[src/hdl/arbb_pkg.sv]
// Shared types and constants of the affine rectangle bounding box block.
`timescale 1ns / 1ps
`default_nettype none

package arbb_pkg;

  localparam logic [2:0] REG_COEF_XX  = 3'd0;
  localparam logic [2:0] REG_COEF_XY  = 3'd1;
  localparam logic [2:0] REG_OFFSET_X = 3'd2;
  localparam logic [2:0] REG_COEF_YX  = 3'd3;
  localparam logic [2:0] REG_COEF_YY  = 3'd4;
  localparam logic [2:0] REG_OFFSET_Y = 3'd5;

  localparam logic [31:0] S32_MAX = 32'h7FFF_FFFF;
  localparam logic [31:0] S32_MIN = 32'h8000_0000;
  localparam logic [30:0] U31_MAX = 31'h7FFF_FFFF;
  localparam logic [31:0] ONE_Q16 = 32'h0001_0000;

  typedef struct packed {
    logic [31:0] xx;
    logic [31:0] xy;
    logic [31:0] off_x;
    logic [31:0] yx;
    logic [31:0] yy;
    logic [31:0] off_y;
  } coef_t;

  typedef struct packed {
    logic [31:0] left;
    logic [31:0] top;
    logic [31:0] width;
    logic [31:0] height;
  } rect_t;

  typedef struct packed {
    logic [1:0][31:0] xs;
    logic [1:0][31:0] ys;
    logic             ovf;
  } corner_t;

  typedef struct packed {
    logic [1:0][63:0] xx;
    logic [1:0][63:0] xy;
    logic [1:0][63:0] yx;
    logic [1:0][63:0] yy;
    logic             ovf;
  } prod_t;

  typedef struct packed {
    logic [3:0][31:0] mx;
    logic [3:0][31:0] my;
    logic             ovf;
  } map_t;

  typedef struct packed {
    logic [31:0] left;
    logic [31:0] top;
    logic [30:0] width;
    logic [30:0] height;
    logic        ovf;
  } bbox_t;

endpackage

`default_nettype wire

[src/hdl/arbb_corner.sv]
// Pipeline stage that forms the far corner coordinates with saturation.
`timescale 1ns / 1ps
`default_nettype none

module arbb_corner (
  input  wire logic             clk_i,
  input  wire logic             rst_ni,
  input  wire logic             valid_i,
  output logic                  ready_o,
  input  wire arbb_pkg::rect_t  rect_i,
  output logic                  valid_o,
  input  wire logic             ready_i,
  output arbb_pkg::corner_t     corner_o
);

  logic              v_q;
  arbb_pkg::corner_t corner_d, corner_q;
  logic [32:0]       sum_x, sum_y;
  logic              ovf_x, ovf_y;

  assign sum_x = {rect_i.left[31], rect_i.left} + {rect_i.width[31], rect_i.width};
  assign sum_y = {rect_i.top[31], rect_i.top} + {rect_i.height[31], rect_i.height};
  assign ovf_x = sum_x[32] ^ sum_x[31];
  assign ovf_y = sum_y[32] ^ sum_y[31];

  always_comb begin
    corner_d.xs[0] = rect_i.left;
    corner_d.ys[0] = rect_i.top;
    corner_d.xs[1] = ovf_x ? (sum_x[32] ? arbb_pkg::S32_MIN : arbb_pkg::S32_MAX)
                           : sum_x[31:0];
    corner_d.ys[1] = ovf_y ? (sum_y[32] ? arbb_pkg::S32_MIN : arbb_pkg::S32_MAX)
                           : sum_y[31:0];
    corner_d.ovf   = ovf_x | ovf_y;
  end

  assign ready_o = !v_q || ready_i;

  always_ff @(posedge clk_i or negedge rst_ni) begin
    if (!rst_ni) begin
      v_q <= 1'b0;
    end else if (ready_o) begin
      v_q <= valid_i;
    end
  end

  always_ff @(posedge clk_i) begin
    if (ready_o && valid_i) begin
      corner_q <= corner_d;
    end
  end

  assign valid_o  = v_q;
  assign corner_o = corner_q;

endmodule

`default_nettype wire

[config.mk]
export PLATFORM = sky130hd
export DESIGN_NAME = arbb_corner
export DESIGN_NICKNAME = d
export VERILOG_FILES = /design/src/hdl/arbb_pkg.sv /design/src/hdl/arbb_corner.sv
export SDC_FILE = /design/constraint.sdc
export NUM_CORES = 1
export LEC_CHECK = 0
export ABC_CLOCK_PERIOD_IN_PS = 6400
export BUFFER_PORTS_ARGS = -buffer_cell sky130_fd_sc_hd__buf_2
export CAP_MARGIN = 20
export CELL_PAD_IN_SITES_DETAIL_PLACEMENT = 0
export CELL_PAD_IN_SITES_GLOBAL_PLACEMENT = 1
export CORE_MARGIN = 5
export CORE_UTILIZATION = 40
export CTS_CLUSTER_DIAMETER = 50
export DETAILED_ROUTE_END_ITERATION = 7
export GPL_TIMING_DRIVEN = 0
export PLACE_DENSITY_LB_ADDON = 0.1
export SYNTH_ARGS = -nofsm -noshare
export SYNTH_HDL_FRONTEND = slang
export SYNTH_SLANG_ARGS = --single-unit
export TNS_END_PERCENT = 1
[constraint.sdc]
create_clock -name clk_i -period 6.4 [get_ports clk_i]
set_clock_uncertainty 0.1 [all_clocks]
set_input_delay 1.92 -clock clk_i [delete_from_list [all_inputs] [get_ports clk_i]]
set_output_delay 1.92 -clock clk_i [all_outputs]
set_load 0.02 [all_outputs]
==> out/results.tsv <==
stage	metric	value	unit
status	status	complete, no violations	
drt	first_pass_iters	5	
global_routing	grt_usage	18.5	%
die	dieArea	22900	sq um
drt	drc	0	
die	fp.dieW	151	microns
synthesis	syn_nets	918	
cells_and_area	finalNetCount	1200	
drt	vias	6548	
sta	fin_crit_sh	82.0	%
cells_and_area	area_growth	29.0	%
min_path	min_path_cells	2	
setup_path	rr_worst_depth	3	
cts	clkLatencyLatePin	420	ps
setup_path	r2r_slack	4320	ps
power	p_leak	4.45	nW
global_routing	grt_pass1_vias	6612	
cts	cts.clk_slew.worst_paths	60	ps
setup_path	worstPathArrival	5290	ps
cts	cts_made_buffers	17	
sta	tightestPinTransition	870	ps
global_routing	grt_max_degree	69	
synthesis	synth-async-reset-ratio	0.769	%
synthesis	ys.flop_type	edfxtp_1	
synthesis	syn_area_per_cell	11.1	sq um
cts	tritoncts	done	
cts	cts-resized-gates	0	
die	start_util	40.9	%
placed_design	port_buffers	262	
sta	worst_slack	1150	ps
drt	wl_per_cell	16.8	microns
drt	ant_nets	0	
cells_and_area	layout_commonest_cell	buf_2	
sta	fin_crit	5250	ps
placed_design	routabilityCongestion	0.806	
cts	cts_buffer_depth	2	
cts	holdBufCountCts	0	
sta	hold_viol_final	0	
setup_path	cp_max_fo	10	
synthesis	synth_warnings	0	
synthesis	syn_inst	720	
die	rows	51	
cts	cts_setup_buffers	0	
sta	finalSetupViolations	0	
drt	totalWireLength	21500	microns
setup_path	cp-start-kind	primary input	
sta	relSlewSlack	42.0	%
cells_and_area	drive_above_1_share	32.4	%
synthesis	synthesis.area	8010	sq um
run	max_cap_viol_count	0	
cells_and_area	finalNonFillerCells	1281	
cells_and_area	final_cell_mix	buf_2 (270), edfxtp_1 (129), a21oi_1 (90)	
die	io_pins	263	
synthesis	yosysSeqAreaShare	48.7	%
placed_design	dpl.cell_count	1248	
die	fp.coreArea	19600	sq um
sta	max_freq	0.191	GHz
global_routing	antenna_found_initial	0	
synthesis	synth_cell_type_count	69	
drt	routed_via_density	5.11	
setup_path	worstPathCellList	buf_2, ha_1, buf_2, a21oi_1, o21ai_0, a31oi_1, o21bai_1, a211oi_2, o21ai_2, a311oi_4, mux2i_2, buf_4, o21ai_0	
setup_path	cp-end-kind	flop	
placed_design	dp_hpwl	17000	microns
sta	slew_viol_final	0	
setup_path	crit_slowest_cell	mux2i_2	
sta	rsz0062_at_grt	false	
power	vdd_drop_max	0.190	mV
min_path	hp-class	flop to flop	
setup_path	crit_required	6440	ps
cts	cts_root_buffer	clkbuf_16	
global_routing	grt_pass1_wl	33200	microns
setup_path	max_stage_delay	680	ps
synthesis	synth_edf_count	129	
power	powerDensity	283	nW/um^2
global_routing	grt-ovfl-total	0	
placed_design	dpl_worst_slack	735	ps
die	fp.dieH	151	microns
synthesis	yosys_register_bits	130	
cts	cts.sinks	130	
drt	drtIter0Drc	309	
cells_and_area	fillers	1872	
cts	cts_htree_levels	4	
setup_path	worstSetupPathType	primary input to flop	
==> through the flow <==
stage          power, mW  TNS, ps  cell area (sq um)  hold slack [ps]  util [%]
6_report            2.92        0              10300              441      52.7
5_1_grt             3.08        0              10300              506      52.7
4_1_cts             2.96        0              10300              451      52.7
3_5_place_dp        1.88        0               9680              430      49.4
3_3_place_gp        1.88   -75330               9650              411      49.3
2_1_floorplan       1.64        0               8010              683         -
==> path summary, 6_finish.rpt <==
check,startpoint,endpoint
min reg2reg,valid_o,valid_o
min,valid_o,valid_o
max,rect_i[44],corner_o[101]
min in group asynchronous,rst_ni,valid_o
max in group asynchronous,rst_ni,valid_o
max reg2reg,valid_o,corner_o[25]
==> synth_stat cells, types with 4 or more instances <==
library cell	instances	area (sq um)
xnor2_1	33	289
or2_2	5	31.3
xor2_1	20	175
clkbuf_1	18	67.6
nand3_1	15	75.1
ha_1	64	801
a21oi_1	90	450
nor4_1	4	25.0
a31oi_1	9	56.3
o31ai_1	13	97.6
o21ai_0	52	260
edfxtp_1	129	3870
nor3_1	8	40.0
o21ai_2	4	35.0
inv_1	24	90.1
nand4_1	9	56.3
o21a_1	6	45.0
a21o_1	40	300
nand2b_1	7	43.8
o211ai_1	7	52.6
nand2_1	38	143
buf_2	8	40.0
and2_1	5	31.3
nor2_1	26	97.6
a211oi_1	8	60.1
nor2b_1	5	31.3
o21bai_1	7	52.6
==> power by group <==
| group | switching [mW] | internal [mW] | total, mW | leakage [nW] |
|---|---|---|---|---|
| Clock | 0.375 | 0.686 | 1.06 | 0.310 |
| Combinational | 0.487 | 0.297 | 0.783 | 2.90 |
| Sequential | 0.0166 | 1.06 | 1.07 | 1.23 |
==> cell families after synthesis <==
group	share of synthesized area, %
DFF	48.7
AOI/OAI and AO/OA	22.4
muxes	0.547
and+or+nand+nor	8.11
buffers and inverters	3.08
adders and majority gates	10.9
xor gates and xnor gates	6.34
==> flip-flops by register name (all words and copies together) (netlist names) <==
register,flops
corner_o,129
valid_o,1
==> metal layers <==
layer,share of wire (%),vias up,global-route usage (%),wire length (microns)
met5,0,-,0,0
met4,1.7,0,5.53,368
met3,6.9,25,4.91,1490
met2,51,184,33.0,10900
met1,41,2996,21.8,8730
li1,-,3343,-,-
==> area by class of cell <==
type	count	area, sq um	area share (%)
Sequential cell	130	3900	37.7
Multi-Input combinational cell	534	3860	37.4
Timing Repair Buffer	263	1340	13.0
Clock buffer	21	470	4.55
Tap cell	265	332	3.21
Clock inverter	11	175	1.70
Buffer	32	156	1.51
Inverter	24	90.1	0.872
Antenna cell	1	2.50	0.0242
==> critical path, delay by kind of cell <==
family	cells	cell delay, ps
multiplexers	1	680
adder cells (fa/ha/maj)	1	270
buffers and inverters	3	550
AO/OA/AOI/OAI	8	1870
No activity file was read; power rests on OpenSTA's default activity.
