**config.mk**
```make
export PLATFORM = sky130hd
export DESIGN_NAME = arbb_sum
export DESIGN_NICKNAME = d
export VERILOG_FILES = /design/src/hdl/arbb_pkg.sv /design/src/hdl/arbb_sum.sv
export SDC_FILE = /design/constraint.sdc
export NUM_CORES = 2
export LEC_CHECK = 0
export BUFFER_PORTS_ARGS = -buffer_cell sky130_fd_sc_hd__buf_4
export CAP_MARGIN = 20
export CORE_AREA = 2 2 381 383
export DETAILED_ROUTE_END_ITERATION = 10
export DIE_AREA = 0 0 383 385
export GPL_TIMING_DRIVEN = 0
export MAX_ROUTING_LAYER = met4
export PLACE_DENSITY_LB_ADDON = 0.3
export SLEW_MARGIN = 15
export SYNTH_ARGS = -nofsm -noshare
export SYNTH_HDL_FRONTEND = slang
export SYNTH_SLANG_ARGS = --single-unit
```
**constraint.sdc**
```tcl
create_clock -name clk_i -period 11.5 [get_ports clk_i]
set_input_delay 0 -clock clk_i [delete_from_list [all_inputs] [get_ports clk_i]]
set_output_delay 0 -clock clk_i [all_outputs]
set_load 0.02 [all_outputs]
```
**src/hdl/arbb_pkg.sv**
```systemverilog
// Shared types and constants of the affine rectangle bounding box block.
`timescale 1ns / 1ps
`default_nettype none

package arbb_pkg;

  localparam logic [2:0] REG_COEF_XX  = 3'd0;
  localparam logic [2:0] REG_COEF_XY  = 3'd1;
  localparam logic [2:0] REG_OFFSET_X = 3'd2;
  localparam logic [2:0] REG_COEF_YX  = 3'd3;
  localparam logic [2:0] REG_COEF_YY  = 3'd4;
  localparam logic [2:0] REG_OFFSET_Y = 3'd5;

  localparam logic [31:0] S32_MAX = 32'h7FFF_FFFF;
  localparam logic [31:0] S32_MIN = 32'h8000_0000;
  localparam logic [30:0] U31_MAX = 31'h7FFF_FFFF;
  localparam logic [31:0] ONE_Q16 = 32'h0001_0000;

  typedef struct packed {
    logic [31:0] xx;
    logic [31:0] xy;
    logic [31:0] off_x;
    logic [31:0] yx;
    logic [31:0] yy;
    logic [31:0] off_y;
  } coef_t;

  typedef struct packed {
    logic [31:0] left;
    logic [31:0] top;
    logic [31:0] width;
    logic [31:0] height;
  } rect_t;

  typedef struct packed {
    logic [1:0][31:0] xs;
    logic [1:0][31:0] ys;
    logic             ovf;
  } corner_t;

  typedef struct packed {
    logic [1:0][63:0] xx;
    logic [1:0][63:0] xy;
    logic [1:0][63:0] yx;
    logic [1:0][63:0] yy;
    logic             ovf;
  } prod_t;

  typedef struct packed {
    logic [3:0][31:0] mx;
    logic [3:0][31:0] my;
    logic             ovf;
  } map_t;

  typedef struct packed {
    logic [31:0] left;
    logic [31:0] top;
    logic [30:0] width;
    logic [30:0] height;
    logic        ovf;
  } bbox_t;

endpackage

`default_nettype wire

```
**src/hdl/arbb_sum.sv**
```systemverilog
// Two pipeline stages: floored product sums, then offset add and saturation.
`timescale 1ns / 1ps
`default_nettype none

module arbb_sum (
  input  wire logic             clk_i,
  input  wire logic             rst_ni,
  input  wire arbb_pkg::coef_t  coef_i,
  input  wire logic             valid_i,
  output logic                  ready_o,
  input  wire arbb_pkg::prod_t  prod_i,
  output logic                  valid_o,
  input  wire logic             ready_i,
  output arbb_pkg::map_t        map_o
);

  // stage A: floor((p1 + p2) / 2^16) per corner and axis
  logic             va_q;
  logic             ready_a;
  logic [3:0][48:0] shx_d, shx_q, shy_d, shy_q;
  logic             ovfa_q;
  logic [64:0]      sumx, sumy;

  always_comb begin
    shx_d = '0;
    shy_d = '0;
    for (int i = 0; i < 4; i++) begin
      sumx = {prod_i.xx[i / 2][63], prod_i.xx[i / 2]}
           + {prod_i.xy[i % 2][63], prod_i.xy[i % 2]};
      sumy = {prod_i.yx[i / 2][63], prod_i.yx[i / 2]}
           + {prod_i.yy[i % 2][63], prod_i.yy[i % 2]};
      shx_d[i] = sumx[64:16];
      shy_d[i] = sumy[64:16];
    end
  end

  // stage B: add offset, saturate to 32 bits
  logic           vb_q;
  logic           ready_b;
  arbb_pkg::map_t map_d, map_q;
  logic [49:0]    sx, sy;
  logic [3:0]     ox, oy;

  always_comb begin
    map_d = '0;
    ox    = '0;
    oy    = '0;
    for (int i = 0; i < 4; i++) begin
      sx = {shx_q[i][48], shx_q[i]} + {{18{coef_i.off_x[31]}}, coef_i.off_x};
      sy = {shy_q[i][48], shy_q[i]} + {{18{coef_i.off_y[31]}}, coef_i.off_y};
      ox[i] = !((&sx[49:31]) || !(|sx[49:31]));
      oy[i] = !((&sy[49:31]) || !(|sy[49:31]));
      map_d.mx[i] = ox[i] ? (sx[49] ? arbb_pkg::S32_MIN : arbb_pkg::S32_MAX) : sx[31:0];
      map_d.my[i] = oy[i] ? (sy[49] ? arbb_pkg::S32_MIN : arbb_pkg::S32_MAX) : sy[31:0];
    end
    map_d.ovf = ovfa_q | (|ox) | (|oy);
  end

  assign ready_b = !vb_q || ready_i;
  assign ready_a = !va_q || ready_b;
  assign ready_o = ready_a;

  always_ff @(posedge clk_i or negedge rst_ni) begin
    if (!rst_ni) begin
      va_q <= 1'b0;
      vb_q <= 1'b0;
    end else begin
      if (ready_a) begin
        va_q <= valid_i;
      end
      if (ready_b) begin
        vb_q <= va_q;
      end
    end
  end

  always_ff @(posedge clk_i) begin
    if (ready_a && valid_i) begin
      shx_q  <= shx_d;
      shy_q  <= shy_d;
      ovfa_q <= prod_i.ovf;
    end
    if (ready_b && va_q) begin
      map_q <= map_d;
    end
  end

  assign valid_o = vb_q;
  assign map_o   = map_q;

endmodule

`default_nettype wire

```
==> reports/metrics.cfg <==
[run_status]
outcome = complete, no violations

[die]
fp.dieH_um = 385
row_count = 139
floorplan.initialDensity_pct = 43.6
coreArea_mm2 = 0.143
die_x_um = 383
io_pins = 968
dieArea_mm2 = 0.147

[route]
first_pass_iters = 7
vias = 61400
wl_per_cell_um = 22.7
drt-initial-drc-count = 5272
ant_nets = 0
drt_wl_total_um = 238000
drcViolationCount = 0
vias_per_cell = 5.86

[critical_path]
worst-path-max-fanout = 11
end_kind = flip-flop
cp_data_arrival_time_ns = 7.00
required_ns = 11.89
r2r_cells = 17
r2r-end = map_o[217]
startpoint = shx_q[99]
path_class = reg2reg
worstSetupStartpointType = flip-flop
rrSetupSlack_ns = 4.88
reg2reg_from = shx_q[99]
critPathCapture = map_o[217]

[sta]
rsz0062_at_grt = no
max_freq_mhz = 151
slew_headroom_pct = 24.1
fin_ws_ns = 4.88
finalClockSkew_ns = 0.0237
final_hold_viol_count = 0
tightestPinTransition_ns = 1.13
final-max-slew-violation-count = 0
fin_crit_sh_pct = 57.5
fin_crit_ns = 6.62
setup_viol = 0

[clocking]
cts_root_buffer = clkbuf_16
cts_tree = done
worstSkewPairLatency_ns = 0.68
ctsLongestPathBuffers = 3
cts_max_level = 3
post-cts-setup-buffers = 0
cts_buffers = 83
path_clk_slew_ns = 0.06
clock-sinks = 652

[placement]
dp_hpwl_um = 190000
placed_area_mm2 = 0.0715
port_buffers = 839
gp_congestion = 1.03
dp_slack_ns = 5.03

[logic_synthesis]
synth-seq-cells = 652
ys_seq_area_share_pct = 31.4
syn-cell-area_mm2 = 0.0624
async_flop_share_pct = 0.307
syn_nets = 8345
synth_edf_count = 650
postSynthCellCount = 6732
synth_cell_types = 96
avgSynthCellArea_um2 = 9.27
ys.flop_type = edfxtp_1
ys.warnings.count = 0

[global_route]
grt_usage_pct = 31.8
grt-ovfl-total = 0
grt_pass1_wl_um = 349000
grt_max_degree = 73
antenna_found_initial = 40
grt_pass1_vias = 59200

[hold_path]
hold_class = in2reg

[power]
leakagePower_nw = 35.7
p_per_area_mw_per_mm2 = 133
vdd_drop_max_uv = 125

[layout]
final_area_mm2 = 0.0823
final_nets = 10100
area_delta_synth_final_pct = 31.9
drive_above_1_share_pct = 12.8

[job]
drv_cap = 0

==> worst min-delay path by stage <==
stage / to / from / cells past startpoint / slack (ns)
after floorplan: va_q / rst_ni / 0 / -0.30
after global placement: valid_o / rst_ni / 1 / -0.22
after detailed placement: va_q / rst_ni / 1 / -0.22
after CTS: map_o[170] / coef_i[105] / 4 / 0.0004
after global routing: map_o[237] / coef_i[108] / 4 / 0.07
final: map_o[134] / coef_i[101] / 4 / 0.05
==> layout by cell type, fill, tap and decap left out, types with 59 or more instances in the layout <==
cell / netlist / final
edfxtp_1: 650 / 650
inv_1: 195 / 195
nand4_1: 116 / 116
mux2i_1: 71 / 71
nor3_1: 145 / 145
nand2b_1: 111 / 111
ha_1: 896 / 896
clkbuf_1: 106 / 120
o21bai_1: 87 / 87
buf_4: 1 / 842
dlygate4sd3_1: 0 / 805
a21o_1: 427 / 427
a31oi_1: 70 / 68
a211oi_1: 71 / 70
nor2_1: 474 / 474
clkbuf_16: 0 / 87
nand3_1: 154 / 154
and2_1: 61 / 59
xor2_1: 231 / 231
o21a_1: 130 / 130
nor2b_1: 118 / 118
a21oi_1: 673 / 673
nand2_1: 421 / 421
and3_1: 72 / 72
o21ai_0: 438 / 438
xnor2_1: 396 / 396
==> cells in the mapped netlist, types with 13 or more instances <==
library cell	count	area [um2]
a2111oi_0	16	140
nor2_1	474	1780
o2111ai_1	13	114
a221oi_1	17	149
edfxtp_1	650	19500
a21oi_1	673	3370
a211oi_1	71	533
or2_2	30	188
nand3_1	154	771
a31oi_1	70	438
nor4_1	29	181
a211o_1	20	175
nor3_1	145	726
a21o_1	427	3210
a41oi_1	14	123
o22ai_1	23	144
or3_1	32	200
xnor2_1	396	3470
nand4_1	116	726
nand2_1	421	1580
o211ai_1	46	345
o221ai_1	13	114
o31ai_1	35	263
ha_1	896	11200
o21a_1	130	976
nor2b_1	118	738
and3_1	72	450
o21ai_0	438	2190
nor3b_1	23	173
and4_1	23	201
and2_1	61	382
xor2_1	231	2020
inv_1	195	732
nand2b_1	111	694
a31o_2	24	210
o21bai_1	87	653
buf_2	22	110
a21boi_0	26	195
clkbuf_1	106	398
or4_1	14	105
mux2i_1	71	711
==> power by group <==
part / internal (mW) / leakage, nW / switching, mW
registers: 3.09 / 6.17 / 0.142
logic: 2.16 / 28.3 / 2.89
clock network: 1.55 / 1.28 / 1.10
total: 6.80 / 35.7 / 4.13
==> cell type report <==
cell class | instances | area, um2
clock inverter | 47 | 438
fill | 12500 | 60800
buffer | 133 | 538
multi-input combinational | 5752 | 41600
tap | 1903 | 2380
sequential | 652 | 19600
antenna | 35 | 87.6
clock buffer | 101 | 2230
inverter | 195 | 732
timing repair buffer | 1662 | 14800
==> metrics by stage <==
| step | utilization [%] | power [mW] | hold WS, ns | instances | setup TNS (ns) |
|---|---|---|---|---|---|
| after floorplan | - | 6.27 | -0.296 | 6732 | 0 |
| after global placement | 49.7 | 7.75 | -0.217 | 9474 | -1301.87 |
| after detailed placement | 49.9 | 7.73 | -0.216 | 9490 | 0 |
| after CTS | 57.4 | 10.9 | 0.000436 | 10400 | 0 |
| after global routing | 57.5 | 11.5 | 0.0729 | 10500 | 0 |
| final | 57.5 | 10.9 | 0.0519 | 10500 | 0 |
==> cell families (layout without fill, tap and decap cells) <==
| group | after synthesis | in the layout | share of synthesized area [%] |
|---|---|---|---|
| buffers and inverters | 328 | 2138 | 2.04 |
| other | 0 | 35 | 0 |
| XOR/XNOR | 627 | 627 | 8.80 |
| adder cells (fa/ha/maj) | 904 | 904 | 18.2 |
| multiplexers | 77 | 77 | 1.25 |
| AO/OA/AOI/OAI | 2274 | 2274 | 23.4 |
| AND/OR/NAND/NOR | 1870 | 1870 | 14.9 |
| flip-flops | 652 | 652 | 31.4 |
==> worst max-delay path: stages, from the launching register on <==
cell,delay [ns]
edfxtp_1,0.40
ha_1,0.31
a211oi_1,0.30
o21ai_0,0.20
a211oi_1,0.78
nand3_1,0.27
a31o_2,0.32
o211ai_1,0.43
nor4b_1,0.67
nor2_1,0.14
xnor2_1,0.18
or4_1,0.39
nor4_1,0.24
o2111ai_1,0.16
nand2_1,0.50
nor2_1,0.24
clkbuf_1,0.39
a21o_1,0.37
==> flip-flops by register name (all words and copies together), names as in the netlist <==
register	flops
va_q	1
map_o	257
shy_q	196
shx_q	196
valid_o	1
ovfa_q	1
==> routing by layer <==
metal	global-route usage [%]	routed length (um)	vias up
li1	-	-	29200
met1	40.8	103000	29000
met2	48.1	104000	2551
met3	5.33	17000	613
met4	16.7	13700	0
met5	-	0	-
==> repair_timing <==
item                                    4_1_cts  5_1_grt
endpoints found under the hold margin       504        0
gates resized for setup                       0        0
endpoints found under the setup margin        0        0
hold buffers                                805        0
(Power assumes the default switching activity.)
