<file path="config.mk">
export PLATFORM = sky130hd
export DESIGN_NAME = arbb_bbox
export DESIGN_NICKNAME = d
export VERILOG_FILES = /design/src/hdl/arbb_pkg.sv /design/src/hdl/arbb_bbox.sv
export SDC_FILE = /design/constraint.sdc
export NUM_CORES = 1
export LEC_CHECK = 0
export BUFFER_PORTS_ARGS = -buffer_cell sky130_fd_sc_hd__buf_2
export CORE_AREA = 2 2 208 210
export DETAILED_ROUTE_END_ITERATION = 10
export DIE_AREA = 0 0 210 212
export MAX_ROUTING_LAYER = met4
export PLACE_DENSITY = 0.86
export RECOVER_POWER = 100
export SLEW_MARGIN = 20
export SYNTH_ARGS = -nofsm -noshare
export SYNTH_HDL_FRONTEND = slang
export SYNTH_SLANG_ARGS = --single-unit
</file>
<file path="constraint.sdc">
create_clock -name clk_i -period 3.65 [get_ports clk_i]
set_input_delay 0.365 -clock clk_i [delete_from_list [all_inputs] [get_ports clk_i]]
set_output_delay 0.365 -clock clk_i [all_outputs]
set_load 0.01 [all_outputs]
</file>
<file path="src/hdl/arbb_pkg.sv">
// Shared types and constants of the affine rectangle bounding box block.
`timescale 1ns / 1ps
`default_nettype none

package arbb_pkg;

  localparam logic [2:0] REG_COEF_XX  = 3'd0;
  localparam logic [2:0] REG_COEF_XY  = 3'd1;
  localparam logic [2:0] REG_OFFSET_X = 3'd2;
  localparam logic [2:0] REG_COEF_YX  = 3'd3;
  localparam logic [2:0] REG_COEF_YY  = 3'd4;
  localparam logic [2:0] REG_OFFSET_Y = 3'd5;

  localparam logic [31:0] S32_MAX = 32'h7FFF_FFFF;
  localparam logic [31:0] S32_MIN = 32'h8000_0000;
  localparam logic [30:0] U31_MAX = 31'h7FFF_FFFF;
  localparam logic [31:0] ONE_Q16 = 32'h0001_0000;

  typedef struct packed {
    logic [31:0] xx;
    logic [31:0] xy;
    logic [31:0] off_x;
    logic [31:0] yx;
    logic [31:0] yy;
    logic [31:0] off_y;
  } coef_t;

  typedef struct packed {
    logic [31:0] left;
    logic [31:0] top;
    logic [31:0] width;
    logic [31:0] height;
  } rect_t;

  typedef struct packed {
    logic [1:0][31:0] xs;
    logic [1:0][31:0] ys;
    logic             ovf;
  } corner_t;

  typedef struct packed {
    logic [1:0][63:0] xx;
    logic [1:0][63:0] xy;
    logic [1:0][63:0] yx;
    logic [1:0][63:0] yy;
    logic             ovf;
  } prod_t;

  typedef struct packed {
    logic [3:0][31:0] mx;
    logic [3:0][31:0] my;
    logic             ovf;
  } map_t;

  typedef struct packed {
    logic [31:0] left;
    logic [31:0] top;
    logic [30:0] width;
    logic [30:0] height;
    logic        ovf;
  } bbox_t;

endpackage

`default_nettype wire

</file>
<file path="src/hdl/arbb_bbox.sv">
// Two pipeline stages: min/max over the mapped corners, then extents.
`timescale 1ns / 1ps
`default_nettype none

module arbb_bbox (
  input  wire logic            clk_i,
  input  wire logic            rst_ni,
  input  wire logic            valid_i,
  output logic                 ready_o,
  input  wire arbb_pkg::map_t  map_i,
  output logic                 valid_o,
  input  wire logic            ready_i,
  output arbb_pkg::bbox_t      bbox_o
);

  function automatic logic [31:0] smin(input logic [31:0] a, input logic [31:0] b);
    smin = ($signed(a) < $signed(b)) ? a : b;
  endfunction

  function automatic logic [31:0] smax(input logic [31:0] a, input logic [31:0] b);
    smax = ($signed(a) > $signed(b)) ? a : b;
  endfunction

  // stage A: reduce four corners per axis
  logic        va_q;
  logic        ready_a;
  logic [31:0] minx_q, maxx_q, miny_q, maxy_q;
  logic        ovfa_q;
  logic [31:0] minx_d, maxx_d, miny_d, maxy_d;

  assign minx_d = smin(smin(map_i.mx[0], map_i.mx[1]), smin(map_i.mx[2], map_i.mx[3]));
  assign maxx_d = smax(smax(map_i.mx[0], map_i.mx[1]), smax(map_i.mx[2], map_i.mx[3]));
  assign miny_d = smin(smin(map_i.my[0], map_i.my[1]), smin(map_i.my[2], map_i.my[3]));
  assign maxy_d = smax(smax(map_i.my[0], map_i.my[1]), smax(map_i.my[2], map_i.my[3]));

  // stage B: extents with saturation, output register
  logic            vb_q;
  logic            ready_b;
  arbb_pkg::bbox_t bbox_d, bbox_q;
  logic [32:0]     dx, dy;
  logic            odx, ody;

  assign dx  = {maxx_q[31], maxx_q} - {minx_q[31], minx_q};
  assign dy  = {maxy_q[31], maxy_q} - {miny_q[31], miny_q};
  assign odx = dx[32] | dx[31];
  assign ody = dy[32] | dy[31];

  always_comb begin
    bbox_d.left   = minx_q;
    bbox_d.top    = miny_q;
    bbox_d.width  = odx ? arbb_pkg::U31_MAX : dx[30:0];
    bbox_d.height = ody ? arbb_pkg::U31_MAX : dy[30:0];
    bbox_d.ovf    = ovfa_q | odx | ody;
  end

  assign ready_b = !vb_q || ready_i;
  assign ready_a = !va_q || ready_b;
  assign ready_o = ready_a;

  always_ff @(posedge clk_i or negedge rst_ni) begin
    if (!rst_ni) begin
      va_q <= 1'b0;
      vb_q <= 1'b0;
    end else begin
      if (ready_a) begin
        va_q <= valid_i;
      end
      if (ready_b) begin
        vb_q <= va_q;
      end
    end
  end

  always_ff @(posedge clk_i) begin
    if (ready_a && valid_i) begin
      minx_q <= minx_d;
      maxx_q <= maxx_d;
      miny_q <= miny_d;
      maxy_q <= maxy_d;
      ovfa_q <= map_i.ovf;
    end
    if (ready_b && va_q) begin
      bbox_q <= bbox_d;
    end
  end

  assign valid_o = vb_q;
  assign bbox_o  = bbox_q;

endmodule

`default_nettype wire

</file>
==> impl_metrics.py <==
metrics = {
    "status": {
        "status": "finished, violations left",
        "violations": "capacitance limit, slew limit, setup timing",
    },
    "setup_path": {
        "start_kind": "input pin",
        "path_class": "in2reg",
        "critPathLaunch": "map_i[247]",
        "slowest_stage": "or4_4",
        "path_buf_inv": 6,
        "cp.depth": 24,
        "crit_required_ps": 3950,
        "arrival_ps": 5630,
        "end_kind": "flip-flop",
        "r2r_setup_slack_ps": -100,
        "max_stage_delay_ps": 540,
        "ff2ff_path_depth": 15,
        "critPathCapture": "maxx_q[29]",
        "crit_chain": "buf_2, inv_1, ha_1, a21oi_1, nand2_1, a221oi_1, nor2_1, nor4_4, o21bai_4, buf_12, buf_12, mux2i_4, ha_4, nor2b_4, o21a_1, o21a_1, o21ai_2, a21oi_2, o31a_1, buf_4, or4_4, clkbuf_16, a21oi_2, a31oi_1",
        "r2r_end": "bbox_o[3]",
        "path_max_fanout": 6,
        "path_delay_family": "compound AO/OA/AOI/OAI gates",
        "timing.rr.start": "miny_q[0]",
    },
    "timing": {
        "fin_ws_ps": -1680,
        "slew_headroom_pct": -59.5,
        "report.final.slew_viol_count": 89,
        "finalSetupTns_ps": -172760,
        "finalCritPeriodShare_pct": 146,
        "hold_viol": 0,
        "skew_ps": 42.6,
        "setup_viol": 148,
        "period_minus_slack_ps": 5330,
        "max_clock_freq_mhz": 188,
        "rsz0062_at_grt": "true",
        "worst_pin_slew_ps": 2390,
    },
    "synthesis": {
        "yosysUniqueCellTypes": 70,
        "async_flop_share_pct": 0.775,
        "ys_warn_count": 0,
        "ys_top_cells_by_area": "edfxtp_1 35%, ha_1 18%, mux2i_1 10%",
        "syn-cell-area_um2": 22200,
        "synth-edff-count": 256,
        "ys.flop_type": "edfxtp_1",
        "syn-num-nets": 2902,
        "synth_seq_area_share_pct": 34.8,
        "synth.avg_cell_area_um2": 9.57,
        "synth_cells": 2321,
        "yosys.area.top_type": "edfxtp_1",
        "synth.top_cell.area_share_pct": 34.6,
        "synth_seq_cells": 258,
    },
    "route": {
        "ant_nets": 0,
        "vias": 25700,
        "avgRoutedWirePerCell_um": 26.8,
        "dr.pass1.iters": 7,
        "routed_wl_um": 108000,
        "viasPerCell": 6.37,
        "drc_errors": 0,
        "drtIter0Drc": 3432,
    },
    "placement": {
        "gp_congestion": 1.09,
        "io_buffers": 389,
        "placed_area_um2": 30200,
        "dp_hpwl_um": 70600,
        "dp_cells": 3820,
        "dp_slack_ps": -2130,
    },
    "clock_tree": {
        "clock_latency_ps": 610,
        "h-tree-depth": 1,
        "cts.sinks": 258,
        "cts_buffers": 29,
        "root_buffer": "clkbuf_16",
        "cts_tree": "done",
        "clkTransAtPathRegs_ps": 60,
        "cts_max_path_buffers": 3,
    },
    "cells_and_area": {
        "final_nets": 4033,
        "instances_no_fill": 4029,
        "syn2layout_area_growth_pct": 61.6,
        "design_area_um2": 35900,
        "fill_cells": 2191,
        "drive_above_1_share_pct": 44.8,
    },
    "global_route": {
        "antenna_found_initial": 7,
        "grt_usage_pct": 39.4,
        "grt_max_degree": 54,
        "grt_pass1_vias": 22500,
        "grt_pass1_wl_um": 129000,
        "gr-total-overflow": 0,
    },
    "floorplanning": {
        "core_area_um2": 42500,
        "start_util_pct": 52.3,
        "rows": 76,
        "dieArea_um2": 44500,
        "die_w_um": 210,
        "die_h_um": 212,
        "ios": 390,
    },
    "pwr": {
        "p_leak_nw": 16.4,
        "p_per_area_nw_per_um2": 532,
        "totalPowerFinal_mw": 19.1,
        "ir_drop_mv": 0.378,
    },
    "worst_hold_path": {
        "min-delay-path-class": "in2reg",
    },
    "run": {
        "cap_viol_max_count": 2,
    },
}
==> sequential cells by signal, summed over array words and instances, names as in the netlist <==
name	flops
minx_q	32
ovfa_q	1
bbox_o	127
valid_o	1
maxx_q	32
maxy_q	32
miny_q	32
va_q	1
==> how the worst min path moves through the flow <==
stage	from	endpoint	slack, ps	depth (start not counted)
finish	valid_i	va_q	20	2
global route	valid_i	va_q	30	2
floorplan	rst_ni	va_q	70	0
CTS	valid_i	va_q	20	2
detailed placement	rst_ni	valid_o	150	1
global placement	rst_ni	va_q	150	1
==> where the power goes <==
group          leakage (nW)  internal [mW]  total (mW)  switching (mW)
clock network         0.453           1.68        3.03            1.34
logic                  13.6           5.41        11.5            6.11
registers              2.39           4.15        4.57           0.418
total                  16.4           11.2        19.1            7.87
==> logic make-up (layout without fill, tap and decap cells) <==
group | Yosys count | in the layout | synth area share, %
buffers and inverters | 387 | 1538 | 6.69
multiplexers | 264 | 264 | 12.1
XOR/XNOR | 43 | 43 | 1.70
AO/OA/AOI/OAI | 567 | 567 | 16.3
adder cells (fa/ha/maj) | 320 | 320 | 18.1
AND/OR/NAND/NOR | 482 | 483 | 10.3
other | 0 | 10 | 0
flip-flops | 258 | 258 | 34.8
==> cell type report <==
type	instances	area (µm²)	area share, %
sequential	258	7740	21.5
clock buffer	33	741	2.06
antenna	10	25.0	0.0697
timing repair buffer	1173	8980	25.0
tap	546	683	1.90
inverter	313	1240	3.47
clock inverter	19	201	0.561
multi-input combinational	1677	16300	45.4
==> cells in the final DEF, fill, tap and decap left out, types with 15 or more instances in the layout <==
cell,synthesis,final
nor2_1,123,112
a21oi_4,0,27
mux2i_4,0,41
buf_2,18,218
inv_2,0,34
inv_4,0,16
a31oi_1,41,27
o21a_1,56,53
o211ai_1,15,15
nor3_1,16,15
buf_8,0,22
mux2_4,0,16
ha_4,0,93
o21ai_0,78,52
a21oi_1,213,129
nand3_1,30,23
ha_1,318,220
clkbuf_16,0,44
nand4_1,56,56
clkbuf_1,52,134
mux2_2,33,17
mux2i_2,0,30
xor2_1,19,19
nand2_1,165,159
edfxtp_1,256,256
inv_1,313,259
buf_6,0,72
a21o_1,64,63
xnor2_1,24,23
buf_4,3,667
a21oi_2,0,57
nand2b_1,19,18
mux2i_1,231,160
buf_12,0,38
==> cell usage after synthesis (6+ instances only) <==
cell type,instances
ha_1,318
inv_1,313
edfxtp_1,256
mux2i_1,231
a21oi_1,213
nand2_1,165
nor2_1,123
o21ai_0,78
a21o_1,64
nand4_1,56
o21a_1,56
clkbuf_1,52
a31oi_1,41
mux2_2,33
nand3_1,30
xnor2_1,24
nand2b_1,19
xor2_1,19
buf_2,18
nor2b_1,18
nor3_1,16
o211ai_1,15
a211oi_1,14
nor4_1,12
and3_1,10
o21bai_1,9
a2111oi_0,7
and2_1,7
or2_2,6
==> per-layer routing <==
layer	GRT usage, %	vias up	wire (µm)
li1	-	10800	-
met3	7.31	739	13200
met1	52.2	12000	39600
met5	-	-	0
met2	61.3	2102	46700
met4	13.2	0	8720
==> timing repair <==
| action | CTS | global route |
|---|---|---|
| setup endpoints to repair | 161 | 191 |
| pin swaps | 30 | 125 |
| resized for setup | 168 | 544 |
| gates cloned | 7 | 21 |
| hold endpoints to repair | 3 | 0 |
| hold buffers | 2 | 0 |
| buffers inserted | 33 | 101 |
==> worst register-to-register path: cells and delay by family (launching register included) <==
family / cells / cell delay, ps
compound gates: 7 / 1280
fa+ha+maj: 2 / 630
buf+inv: 4 / 740
flops: 1 / 410
mux: 1 / 220
simple gates: 1 / 170
==> through the flow <==
| step | hold slack [ps] | util (%) |
|---|---|---|
| CTS | 22.3 | 76.0 |
| finish | 21.8 | 84.5 |
| detailed placement | 150 | 71.0 |
| floorplan | 69.4 | - |
| global route | 29.9 | 84.5 |
| global placement | 149 | 71.0 |
No activity file was read; power rests on OpenSTA's default activity.
